--- config.mk ---
export PLATFORM = sky130hd
export DESIGN_NAME = pi_regulator_clamped_top
export DESIGN_NICKNAME = d
export VERILOG_FILES = /design/src/rtl/core/pireg_pkg.sv /design/src/rtl/core/pi_regulator_clamped_top.sv
export SDC_FILE = /design/constraint.sdc
export NUM_CORES = 2
export LEC_CHECK = 0
export ABC_AREA = 1
export BUFFER_PORTS_ARGS = -buffer_cell sky130_fd_sc_hd__clkbuf_2
export CAP_MARGIN = 30
export CORE_AREA = 2 2 261 263
export CTS_BUF_LIST = sky130_fd_sc_hd__clkbuf_4 sky130_fd_sc_hd__clkbuf_8
export DETAILED_ROUTE_END_ITERATION = 7
export DIE_AREA = 0 0 263 265
export PLACE_DENSITY = 0.74
export SKIP_CTS_REPAIR_TIMING = 1
export SLEW_MARGIN = 10
export SYNTH_ARGS = -nofsm -noshare
export SYNTH_HDL_FRONTEND = slang
export SYNTH_SLANG_ARGS = --single-unit
--- constraint.sdc ---
create_clock -name clk_i -period 5.34 [get_ports clk_i]
set_clock_uncertainty 0.1 [all_clocks]
set_input_delay 1.068 -clock clk_i [delete_from_list [all_inputs] [get_ports clk_i]]
set_output_delay 1.068 -clock clk_i [all_outputs]
set_load 0.005 [all_outputs]
--- src/rtl/core/pireg_pkg.sv ---
// ----------------------------------------------------------------------------
// PI regulator package
// Field widths, loop limits, sequencing constants and register indexes.
// ----------------------------------------------------------------------------
package pireg_pkg;

  // Field widths
  localparam int IN_W    = 16;   // feedback / reference
  localparam int GAIN_W  = 16;   // kp / ki
  localparam int DRIVE_W = 11;   // drive output
  localparam int CFG_W   = 16;   // widest configuration register

  // Internal widths
  localparam int ERR_W  = IN_W + 1;   // reference - feedback
  localparam int SUM_W  = 21;         // parallel error sum
  localparam int MC_W   = 33;         // multiplicand: |kp*err| < 2^32
  localparam int PROD_W = MC_W + GAIN_W;  // serial product
  localparam int INT_W  = PROD_W + 1;     // series integral term
  localparam int RAW_W  = INT_W + 1;      // unclamped output
  localparam int MAG_W  = 24;             // |clamped output| <= 1e7
  localparam int QUO_W  = 10;             // quotient <= 1000

  // Serial multiplier digit
  localparam int DIG_W     = 4;
  localparam int MUL_STEPS = GAIN_W / DIG_W;
  localparam int DIV_STEPS = QUO_W;

  // Loop limits
  localparam int SUM_LIMIT = 1000000;
  localparam int OUT_LIMIT = 10000000;
  localparam int OUT_SCALE = 10000;

  // Configuration register indexes
  localparam int CFG_IDX_W = 2;
  localparam logic [CFG_IDX_W-1:0] CFG_KP   = 2'd0;
  localparam logic [CFG_IDX_W-1:0] CFG_KI   = 2'd1;
  localparam logic [CFG_IDX_W-1:0] CFG_FORM = 2'd2;

  // Controller forms
  localparam logic FORM_PARALLEL = 1'b0;
  localparam logic FORM_SERIES   = 1'b1;

endpackage

--- src/rtl/core/pi_regulator_clamped_top.sv ---
// ----------------------------------------------------------------------------
// Sequencing: an accepted request passes a prepare step, two digit-serial
// multiplies with a 4-bit digit, an add step, a clamp step and a bit-serial
// divide by 10000, then a done step that loads the output register; a clear
// goes straight to the done step. Only one request is in flight at a time, and
// a finished result waits in the done step until the output register is free.
// Reset clears gains, form, error sum, integral term and windup enable.
// ----------------------------------------------------------------------------
// ----------------------------------------------------------------------------
// PI regulator with clamped output and anti-windup
// Parallel or series integer PI controller, digit-serial datapath.
// ----------------------------------------------------------------------------
module pi_regulator_clamped_top (
  input  logic                                   clk_i,
  input  logic                                   rst_ni,
  // configuration
  input  logic                                   cfg_we_i,
  input  logic [pireg_pkg::CFG_IDX_W-1:0]        cfg_idx_i,
  input  logic [pireg_pkg::CFG_W-1:0]            cfg_wdata_i,
  // request channel
  input  logic                                   in_valid_i,
  output logic                                   in_stall_o,
  input  logic signed [pireg_pkg::IN_W-1:0]      feedback_i,
  input  logic signed [pireg_pkg::IN_W-1:0]      reference_i,
  input  logic                                   clear_i,
  // result channel
  output logic                                   out_valid_o,
  input  logic                                   out_stall_i,
  output logic signed [pireg_pkg::DRIVE_W-1:0]   drive_o,
  output logic                                   saturated_o
);
  import pireg_pkg::*;

  typedef enum logic [2:0] {
    S_IDLE,
    S_PREP,
    S_MUL1,
    S_MUL2,
    S_ADD,
    S_CLAMP,
    S_DIV,
    S_DONE
  } state_e;

  localparam logic [MAG_W-1:0] DIV_START = MAG_W'(OUT_SCALE) << (QUO_W - 1);

  state_e                    state_q;
  logic [GAIN_W-1:0]         kp_q, ki_q;
  logic                      form_q;
  logic signed [SUM_W-1:0]   err_accum_q;
  logic signed [INT_W-1:0]   integ_q;
  logic                      windup_q;

  logic signed [ERR_W-1:0]   err_q;
  logic signed [MC_W-1:0]    mc_q;
  logic [GAIN_W-1:0]         dig_q;
  logic signed [MC_W-1:0]    acc_q;
  logic [GAIN_W-1:0]         lo_q;
  logic [3:0]                cnt_q;
  logic signed [PROD_W-1:0]  p_q;
  logic signed [INT_W-1:0]   q_q;
  logic [MAG_W-1:0]          rem_q;
  logic [MAG_W-1:0]          dv_q;
  logic [QUO_W-1:0]          quo_q;
  logic                      neg_q;
  logic                      sat_res_q;

  logic                      out_valid_q;
  logic signed [DRIVE_W-1:0] drive_q;
  logic                      sat_out_q;

  logic                      in_acc;
  logic                      out_free;
  logic signed [ERR_W-1:0]   err_d;
  logic signed [SUM_W:0]     sum_ext;
  logic signed [SUM_W-1:0]   sum_clamped;
  logic signed [MC_W+DIG_W:0] pp;
  logic signed [MC_W+DIG_W:0] step_sum;
  logic signed [MC_W-1:0]    acc_d;
  logic [GAIN_W-1:0]         lo_d;
  logic signed [PROD_W-1:0]  prod;
  logic signed [INT_W-1:0]   integ_new;
  logic signed [RAW_W-1:0]   raw;
  logic signed [RAW_W-1:0]   raw_abs;
  logic                      raw_hi, raw_lo;
  logic [MAG_W-1:0]          mag;
  logic [QUO_W:0]            quo_ext;

  assign in_acc     = in_valid_i && !in_stall_o;
  assign in_stall_o = (state_q != S_IDLE);
  assign out_free   = !out_valid_q || !out_stall_i;

  always_comb begin
    err_d = ERR_W'(reference_i) - ERR_W'(feedback_i);

    // clamp the running sum
    sum_ext = (SUM_W+1)'(err_accum_q) + (SUM_W+1)'(err_q);
    if (sum_ext > (SUM_W+1)'(SUM_LIMIT)) begin
      sum_clamped = SUM_W'(SUM_LIMIT);
    end else if (sum_ext < -(SUM_W+1)'(SUM_LIMIT)) begin
      sum_clamped = -SUM_W'(SUM_LIMIT);
    end else begin
      sum_clamped = sum_ext[SUM_W-1:0];
    end

    // one digit of the serial multiplier, least significant first
    pp       = (MC_W+DIG_W+1)'(mc_q) * (MC_W+DIG_W+1)'($signed({1'b0, dig_q[DIG_W-1:0]}));
    step_sum = pp + (MC_W+DIG_W+1)'(acc_q);
    acc_d    = step_sum[MC_W+DIG_W-1:DIG_W];
    lo_d     = {step_sum[DIG_W-1:0], lo_q[GAIN_W-1:DIG_W]};
    prod     = {acc_d, lo_d};

    integ_new = windup_q ? (INT_W'(q_q) + integ_q) : '0;

    raw     = RAW_W'(p_q) + RAW_W'(q_q);
    raw_hi  = raw > RAW_W'(OUT_LIMIT);
    raw_lo  = raw < -RAW_W'(OUT_LIMIT);
    raw_abs = raw[RAW_W-1] ? -raw : raw;
    mag     = (raw_hi || raw_lo) ? MAG_W'(OUT_LIMIT) : raw_abs[MAG_W-1:0];

    quo_ext = {1'b0, quo_q};
  end

  always_ff @(posedge clk_i or negedge rst_ni) begin
    if (!rst_ni) begin
      state_q     <= S_IDLE;
      kp_q        <= '0;
      ki_q        <= '0;
      form_q      <= FORM_PARALLEL;
      err_accum_q <= '0;
      integ_q     <= '0;
      windup_q    <= 1'b0;
      out_valid_q <= 1'b0;
      drive_q     <= '0;
      sat_out_q   <= 1'b0;
      err_q       <= '0;
      mc_q        <= '0;
      dig_q       <= '0;
      acc_q       <= '0;
      lo_q        <= '0;
      cnt_q       <= '0;
      p_q         <= '0;
      q_q         <= '0;
      rem_q       <= '0;
      dv_q        <= '0;
      quo_q       <= '0;
      neg_q       <= 1'b0;
      sat_res_q   <= 1'b0;
    end else begin
      if (cfg_we_i) begin
        unique case (cfg_idx_i)
          CFG_KP:   kp_q   <= cfg_wdata_i[GAIN_W-1:0];
          CFG_KI:   ki_q   <= cfg_wdata_i[GAIN_W-1:0];
          CFG_FORM: form_q <= cfg_wdata_i[0];
          default:  ;
        endcase
      end

      // drop the result once taken, unless a new one replaces it
      if (out_valid_q && !out_stall_i && (state_q != S_DONE)) begin
        out_valid_q <= 1'b0;
      end

      unique case (state_q)
        S_IDLE: begin
          if (in_acc) begin
            err_q <= err_d;
            if (clear_i) begin
              err_accum_q <= '0;
              quo_q       <= '0;
              neg_q       <= 1'b0;
              sat_res_q   <= 1'b0;
              state_q     <= S_DONE;
            end else begin
              state_q <= S_PREP;
            end
          end
        end
        S_PREP: begin
          if (form_q == FORM_PARALLEL) begin
            err_accum_q <= sum_clamped;
          end
          mc_q    <= MC_W'(err_q);
          dig_q   <= kp_q;
          acc_q   <= '0;
          cnt_q   <= '0;
          state_q <= S_MUL1;
        end
        S_MUL1, S_MUL2: begin
          lo_q <= lo_d;
          if (cnt_q == 4'(MUL_STEPS - 1)) begin
            cnt_q <= '0;
            acc_q <= '0;
            if (state_q == S_MUL1) begin
              p_q   <= prod;
              dig_q <= ki_q;
              // series form multiplies p, parallel form the error sum
              mc_q  <= (form_q == FORM_SERIES) ? prod[MC_W-1:0] : MC_W'(err_accum_q);
              state_q <= S_MUL2;
            end else begin
              q_q     <= INT_W'(prod);
              state_q <= S_ADD;
            end
          end else begin
            acc_q <= acc_d;
            dig_q <= dig_q >> DIG_W;
            cnt_q <= cnt_q + 4'd1;
          end
        end
        S_ADD: begin
          if (form_q == FORM_SERIES) begin
            q_q     <= integ_new;
            integ_q <= integ_new;
          end
          state_q <= S_CLAMP;
        end
        S_CLAMP: begin
          sat_res_q <= raw_hi || raw_lo;
          if (form_q == FORM_SERIES) begin
            windup_q <= !(raw_hi || raw_lo);
          end
          neg_q   <= raw[RAW_W-1];
          rem_q   <= mag;
          dv_q    <= DIV_START;
          quo_q   <= '0;
          cnt_q   <= '0;
          state_q <= S_DIV;
        end
        S_DIV: begin
          // restoring divide, one quotient bit per cycle
          if (rem_q >= dv_q) begin
            rem_q <= rem_q - dv_q;
            quo_q <= {quo_q[QUO_W-2:0], 1'b1};
          end else begin
            quo_q <= {quo_q[QUO_W-2:0], 1'b0};
          end
          dv_q <= dv_q >> 1;
          if (cnt_q == 4'(DIV_STEPS - 1)) begin
            cnt_q   <= '0;
            state_q <= S_DONE;
          end else begin
            cnt_q <= cnt_q + 4'd1;
          end
        end
        S_DONE: begin
          if (out_free) begin
            drive_q     <= neg_q ? -DRIVE_W'(quo_ext) : DRIVE_W'(quo_ext);
            sat_out_q   <= sat_res_q;
            out_valid_q <= 1'b1;
            state_q     <= S_IDLE;
          end
        end
        default: state_q <= S_IDLE;
      endcase
    end
  end

  assign out_valid_o = out_valid_q;
  assign drive_o     = drive_q;
  assign saturated_o = sat_out_q;

  // A request always leaves the core busy in the cycle after it is accepted
  assert property (@(posedge clk_i) disable iff (!rst_ni)
    in_acc |=> in_stall_o)
    else $error("request accepted but core not busy");

  // A saturated result sits at the full scale of the drive range
  assert property (@(posedge clk_i) disable iff (!rst_ni)
    (out_valid_o && saturated_o) |->
      (drive_o == DRIVE_W'(OUT_LIMIT / OUT_SCALE)) ||
      (drive_o == -DRIVE_W'(OUT_LIMIT / OUT_SCALE)))
    else $error("saturated result off full scale");

  // The parallel error sum never leaves its clamp
  assert property (@(posedge clk_i) disable iff (!rst_ni)
    (err_accum_q <= SUM_W'(SUM_LIMIT)) && (err_accum_q >= -SUM_W'(SUM_LIMIT)))
    else $error("error sum outside clamp");

  // The integral term only advances in the add step of the series form
  assert property (@(posedge clk_i) disable iff (!rst_ni)
    (state_q != S_ADD) |=> $stable(integ_q))
    else $error("integral term changed outside its update step");

endmodule

# --- Word level (Yosys, flattened, before mapping) ---
# Cells that the tools add are included.
word_totals:
  regBits: 399
  wordCells: 145
  out_inout_bits: 14
  inputBits: 56
op_classes:
  n_mul: 1
  magnitude_cmp: 5
  n_eq_ne: 23
  muxes: 47
  reduce_logical: 37
  add_sub_neg: 9
ops:
  columns: ["op", "n"]
  rows:
  - ["$mux W50", 4]
  - ["$mux W33", 4]
  - ["$pmux W33 S2", 2]
  - ["$mux W21", 5]
  - ["$pmux W50 S2", 1]
  - ["$pmux W24 S2", 2]
  - ["$mux W24", 3]
  - ["$add A49 B50 Y51", 1]
  - ["$gt A51 B25 Y1 const B", 1]
  - ["$lt A51 B25 Y1 const B", 1]
  - ["$add A50 B50 Y50", 1]
  - ["$pmux W21 S2", 1]
  - ["$add A37 B33 Y37", 1]
  - ["$mul A33 B5 Y37", 1]
  - ["$mux W16", 2]
  - ["$pmux W16 S2", 1]
  - ["$pmux W10 S3", 1]
  - ["$ge A24 B24 Y1", 1]
  - ["$neg A24 Y24", 1]
  - ["$sub A24 B24 Y24", 1]
  - ["$add A21 B17 Y22", 1]
  - ["$gt A22 B21 Y1 const B", 1]
  - ["$lt A22 B21 Y1 const B", 1]
  - ["$pmux W3 S7", 1]
  - ["30 further kinds", 83]

# --- Logic depth before layout (Yosys ltp) ---
depth:
  word_depth: 6
  ltp_mapped: 28
  ltp_nobuf: 27

# --- Worst setup path before layout ---
# Ideal clock, no wire load.
synth_timing:
  path_kind: "reg2reg"
  start: "reg dig_q[1]"
  end: "reg acc_q[25]"
  setup_time_ps: 122
  synth_period_minus_slack_ps: 4555
  t_arrival_ps: 4334
  t_required_ps: 5118
  n_path_buf: 2
  slack_ps: 785
  path_stages_with_launch: 21
  cell_sequence: "dfrtp_1 > clkbuf_1 > clkbuf_1 > nand2_1 > fa_1 > fa_1 > fa_1 > inv_1 > ha_1 > nand2_1 > nand2_1 > a31oi_1 > o21ai_2 > a21oi_1 > inv_1 > nand3_1 > nand3_1 > nand2_1 > o211ai_1 > or2_2 > a32o_1"
synth_via:
  elab_chain_len: 4
synth_lines:
  columns: ["element", "line", "rtl"]
  rows:
  - ["start, declared", "pi_regulator_clamped_top.sv:56", "logic [GAIN_W-1:0] dig_q;"]
  - ["start signal, assigned", "pi_regulator_clamped_top.sv:184", "dig_q <= kp_q;"]
  - ["start signal, assigned", "pi_regulator_clamped_top.sv:196", "dig_q <= ki_q;"]
  - ["start signal, assigned", "pi_regulator_clamped_top.sv:206", "dig_q <= dig_q >> DIG_W;"]
  - ["$mul A33 B5 Y37", "pi_regulator_clamped_top.sv:107", "pp = (MC_W+DIG_W+1)'(mc_q) * (MC_W+DIG_W+1)'($signed({1'b0, dig_q[DIG_W-1:0]}));"]
  - ["$add A37 B33 Y37", "pi_regulator_clamped_top.sv:108", "step_sum = pp + (MC_W+DIG_W+1)'(acc_q);"]
  - ["$mux W33", "pi_regulator_clamped_top.sv:191", "if (cnt_q == 4'(MUL_STEPS - 1)) begin"]
  - ["$pmux W33 S2", "pi_regulator_clamped_top.sv:164", "unique case (state_q)"]
  - ["end signal, assigned", "pi_regulator_clamped_top.sv:185", "acc_q <= '0;"]
  - ["end signal, assigned", "pi_regulator_clamped_top.sv:193", "acc_q <= '0;"]
  - ["end signal, assigned", "pi_regulator_clamped_top.sv:205", "acc_q <= acc_d;"]
  - ["end, declared", "pi_regulator_clamped_top.sv:57", "logic signed [MC_W-1:0] acc_q;"]
# No other way between the ends.
# A chain may end at the register's enable or synchronous reset.

# --- Worst setup path after layout ---
layout_timing:
  start: "reg dig_q[0]"
  end: "reg q_q[46]"
layout_via:
  elab_chain_len: 5
layout_lines:
  columns: ["element", "line", "rtl"]
  rows:
  - ["$mul A33 B5 Y37", "pi_regulator_clamped_top.sv:107", null]
  - ["$add A37 B33 Y37", "pi_regulator_clamped_top.sv:108", null]
  - ["$mux W50", "pi_regulator_clamped_top.sv:194", "if (state_q == S_MUL1) begin"]
  - ["$mux W50", "pi_regulator_clamped_top.sv:191", null]
  - ["$pmux W50 S2", "pi_regulator_clamped_top.sv:164", null]
  - ["end signal, assigned", "pi_regulator_clamped_top.sv:201", "q_q <= INT_W'(prod);"]
  - ["end signal, assigned", "pi_regulator_clamped_top.sv:212", "q_q <= integ_new;"]
  - ["end, declared", "pi_regulator_clamped_top.sv:61", "logic signed [INT_W-1:0] q_q;"]
# No other way between the ends. The select of a mux whose other input is x is not followed.

==> impl_metrics.csv <==
group,metric,value,unit
yosys,ys_seq_elements,394,
sta,period_share,91.8,%
routing,num_vias,32000,
layout,layout.nets,5322,
layout,most-common-layout-cells,"nand2_1, inv_1, nor2_1",
layout,n_fill_cell,6617,
die,fp.dieArea,69700,sq um
die,initial_core_util,49.8,%
grt,met2_usage,47.6,%
layout,final_core_util,54.2,%
grt,gr-usage-all-layers,29.1,%
place,io_buffers,69,
worst_setup_path,r2r_cells,24,
yosys,seq_area_frac_synth,29.6,%
die,core_area,66800,sq um
routing,wire_per_inst,17.3,microns
worst_setup_path,worstReg2RegEnd,"q_q[46]",
worst_setup_path,cp_data_arrival_time,5340,ps
grt,first_global_vias,30500,
worst_setup_path,path_class,"reg -> reg",
die,fp.dieH,265,microns
cts,cts_tree,"done",
yosys,synth_cells,4864,
worst_setup_path,r2r_setup_slack,440,ps
layout,drive_gt1_share,6.31,%
worst_setup_path,r2r-start,"dig_q[0]",
cts,clk_latency,670,ps
yosys,synth-edff-count,0,
die,dieWidth,263,microns
sta,slew_headroom,38.5,%
status,violations,"design-rule violations",
yosys,ys_warn_count,0,
sta,final-hold-violation-count,0,
sta,max_freq,0.204,GHz
sta,setup_viol_count_final,0,
worst_setup_path,cp-end-kind,"flop",
yosys,netlist-cell-type-count,59,
sta,rsz0062_at_grt,"false",
layout,syn2layout_area_growth,8.92,%
cts,h-tree-depth,3,
worst_setup_path,required,5780,ps
routing,routed_wl,101,mm
layout,layout_commonest_cell,"nand2_1",
hold_path,hp-class,"in -> async",
die,rows,95,
yosys,syn_area,33300,sq um
cts,cts_buffers,72,
routing,drtIter0Drc,2554,
sta,fin_tns_setup,0,ps
cts,clockBufferDepth,3,
yosys,avgSynthCellArea,6.84,sq um
routing,detail-route-antenna-nets,0,
yosys,yosys.area.top_type,"dfrtp_1",
grt,grt_pass1_wl,162,mm
grt,grt_max_degree,104,
worst_setup_path,critPathMaxFanout,24,
worst_setup_path,start_kind,"flop",
cts,clk_pin_slew,60,ps
place,hpwl,79.0,mm
grt,grtUsageMet3,3.51,%
grt,top_usage_layer,"met2",
yosys,synth_area_leaders,"dfrtp_1, nand2_1, ha_1",
cts,cts_root_buf,"clkbuf_8",
grt,grt-ovfl-total,0,
routing,vias_per_cell,5.47,
yosys,synthArstFlopShare,100,%
routing,drcViolationCount,1,
grt,grtUsageMet1,39.0,%
job,cap_violations,0,
yosys,synth_fp_nets,5259,
yosys,yosysTopAreaCellShare,29.6,%
yosys,ys.flop_type,"dfrtp_1",
place,globalplace.congestion,0.996,
cts,cts_sinks,394,
sta,worst_slew_pin_slew,921,ps
sta,fin_crit,4900,ps
grt,antenna_found_initial,1,
status,status,"complete, but fails checks",
routing,drtPass1Iterations,8,
sta,finalMaxSlewViolations,0,
die,num_io_pins,70,
==> stage by stage <==
stage                     hold slack (ps)  instances  worst slack, ps  instance area [sq um]
after CTS                             359       5845              486                  36200
after detailed placement              371       5723              527                  34600
after floorplan                       348       4864              785                  33300
after global placement                363       5721              591                  34600
final                                 367       5850              440                  36200
after global routing                  403       5849              132                  36200
==> logic make-up (layout without fill, tap and decap cells) <==
group	after synthesis	in the layout	share of synthesized area, %
buffers and inverters	844	955	9.66
adders and majority gates	339	339	15.1
other	0	2	0
DFF	394	394	29.6
xor gates and xnor gates	99	99	2.63
AOI/OAI and AO/OA	950	950	15.7
and+or+nand+nor	2238	2238	27.2
==> worst max-delay path by stage <==
| stage | start | end | slack, ps | depth (start not counted) |
|---|---|---|---|---|
| final | dig_q[0] | q_q[46] | 440 | 24 |
| after global routing | dig_q[0] | q_q[40] | 130 | 25 |
| after CTS | dig_q[0] | mc_q[27] | 490 | 18 |
| after detailed placement | dig_q[0] | mc_q[27] | 530 | 18 |
| after global placement | dig_q[0] | q_q[35] | 590 | 18 |
| after floorplan | dig_q[1] | acc_q[25] | 780 | 20 |
==> critical path, cell delays in order, from the launching register on <==
cell,delay (ps)
dfrtp_1,430
buf_12,200
nand2_1,60
inv_1,70
fa_1,410
ha_1,290
inv_1,50
fa_1,530
inv_1,70
fa_1,560
nand3_1,140
nand2_1,90
nand2_1,80
nand2_1,70
nand3_1,80
nand2_1,130
nand3_1,100
nand3_1,140
a21o_1,220
a21oi_1,220
o21ai_0,150
xnor2_1,310
nand2_1,90
nand2_1,100
nand2_1,50
==> per-layer routing <==
| layer | vias up | share of wire (%) |
|---|---|---|
| li1 | 15800 | - |
| met1 | 14900 | 44 |
| met2 | 1054 | 45 |
| met3 | 253 | 6.2 |
| met4 | 0 | 4.4 |
| met5 | - | 0 |
==> synthesized netlist by cell type, types with 5 or more instances <==
master    count
o21a_1       21
buf_1         8
buf_2        12
dfrtp_1     394
a21oi_1     330
nand2_2      12
o31ai_1       7
or2_2        20
inv_2         8
inv_1       703
o21bai_1     15
a21o_1       18
xnor2_1      33
o21ai_0     401
nand3_1     214
o221ai_1      5
nand3_2       5
ha_1        235
nor2_1      419
o211ai_1     28
nor3_1       35
a31oi_1      60
nand2_1    1453
o22ai_1      31
fa_1        104
clkinv_1      5
xor2_1       65
nand3b_1     16
clkbuf_1    102
nor4_1       10
nor2_2       11
nand4_1      30
==> registers in the layout, summed over array words and instances (netlist names), 21 cells and up <==
signal	count
integ_q	50
dv_q	23
mc_q	33
acc_q	33
rem_q	24
p_q	49
err_accum_q	21
q_q	50
==> cell type report <==
cell class,instances,area [sq um],share of cell area (%)
multi-input combinational,3626,20200,55.8
sequential,394,9860,27.2
inverter,716,2690,7.42
clock buffer,107,1350,3.74
tap,873,1090,3.02
timing repair buffer,117,821,2.27
clock inverter,15,205,0.566
antenna,2,5.00,0.0138
Power is not shown: default switching activity piles up to over one toggle a cycle in this logic, so the estimate is an artifact.
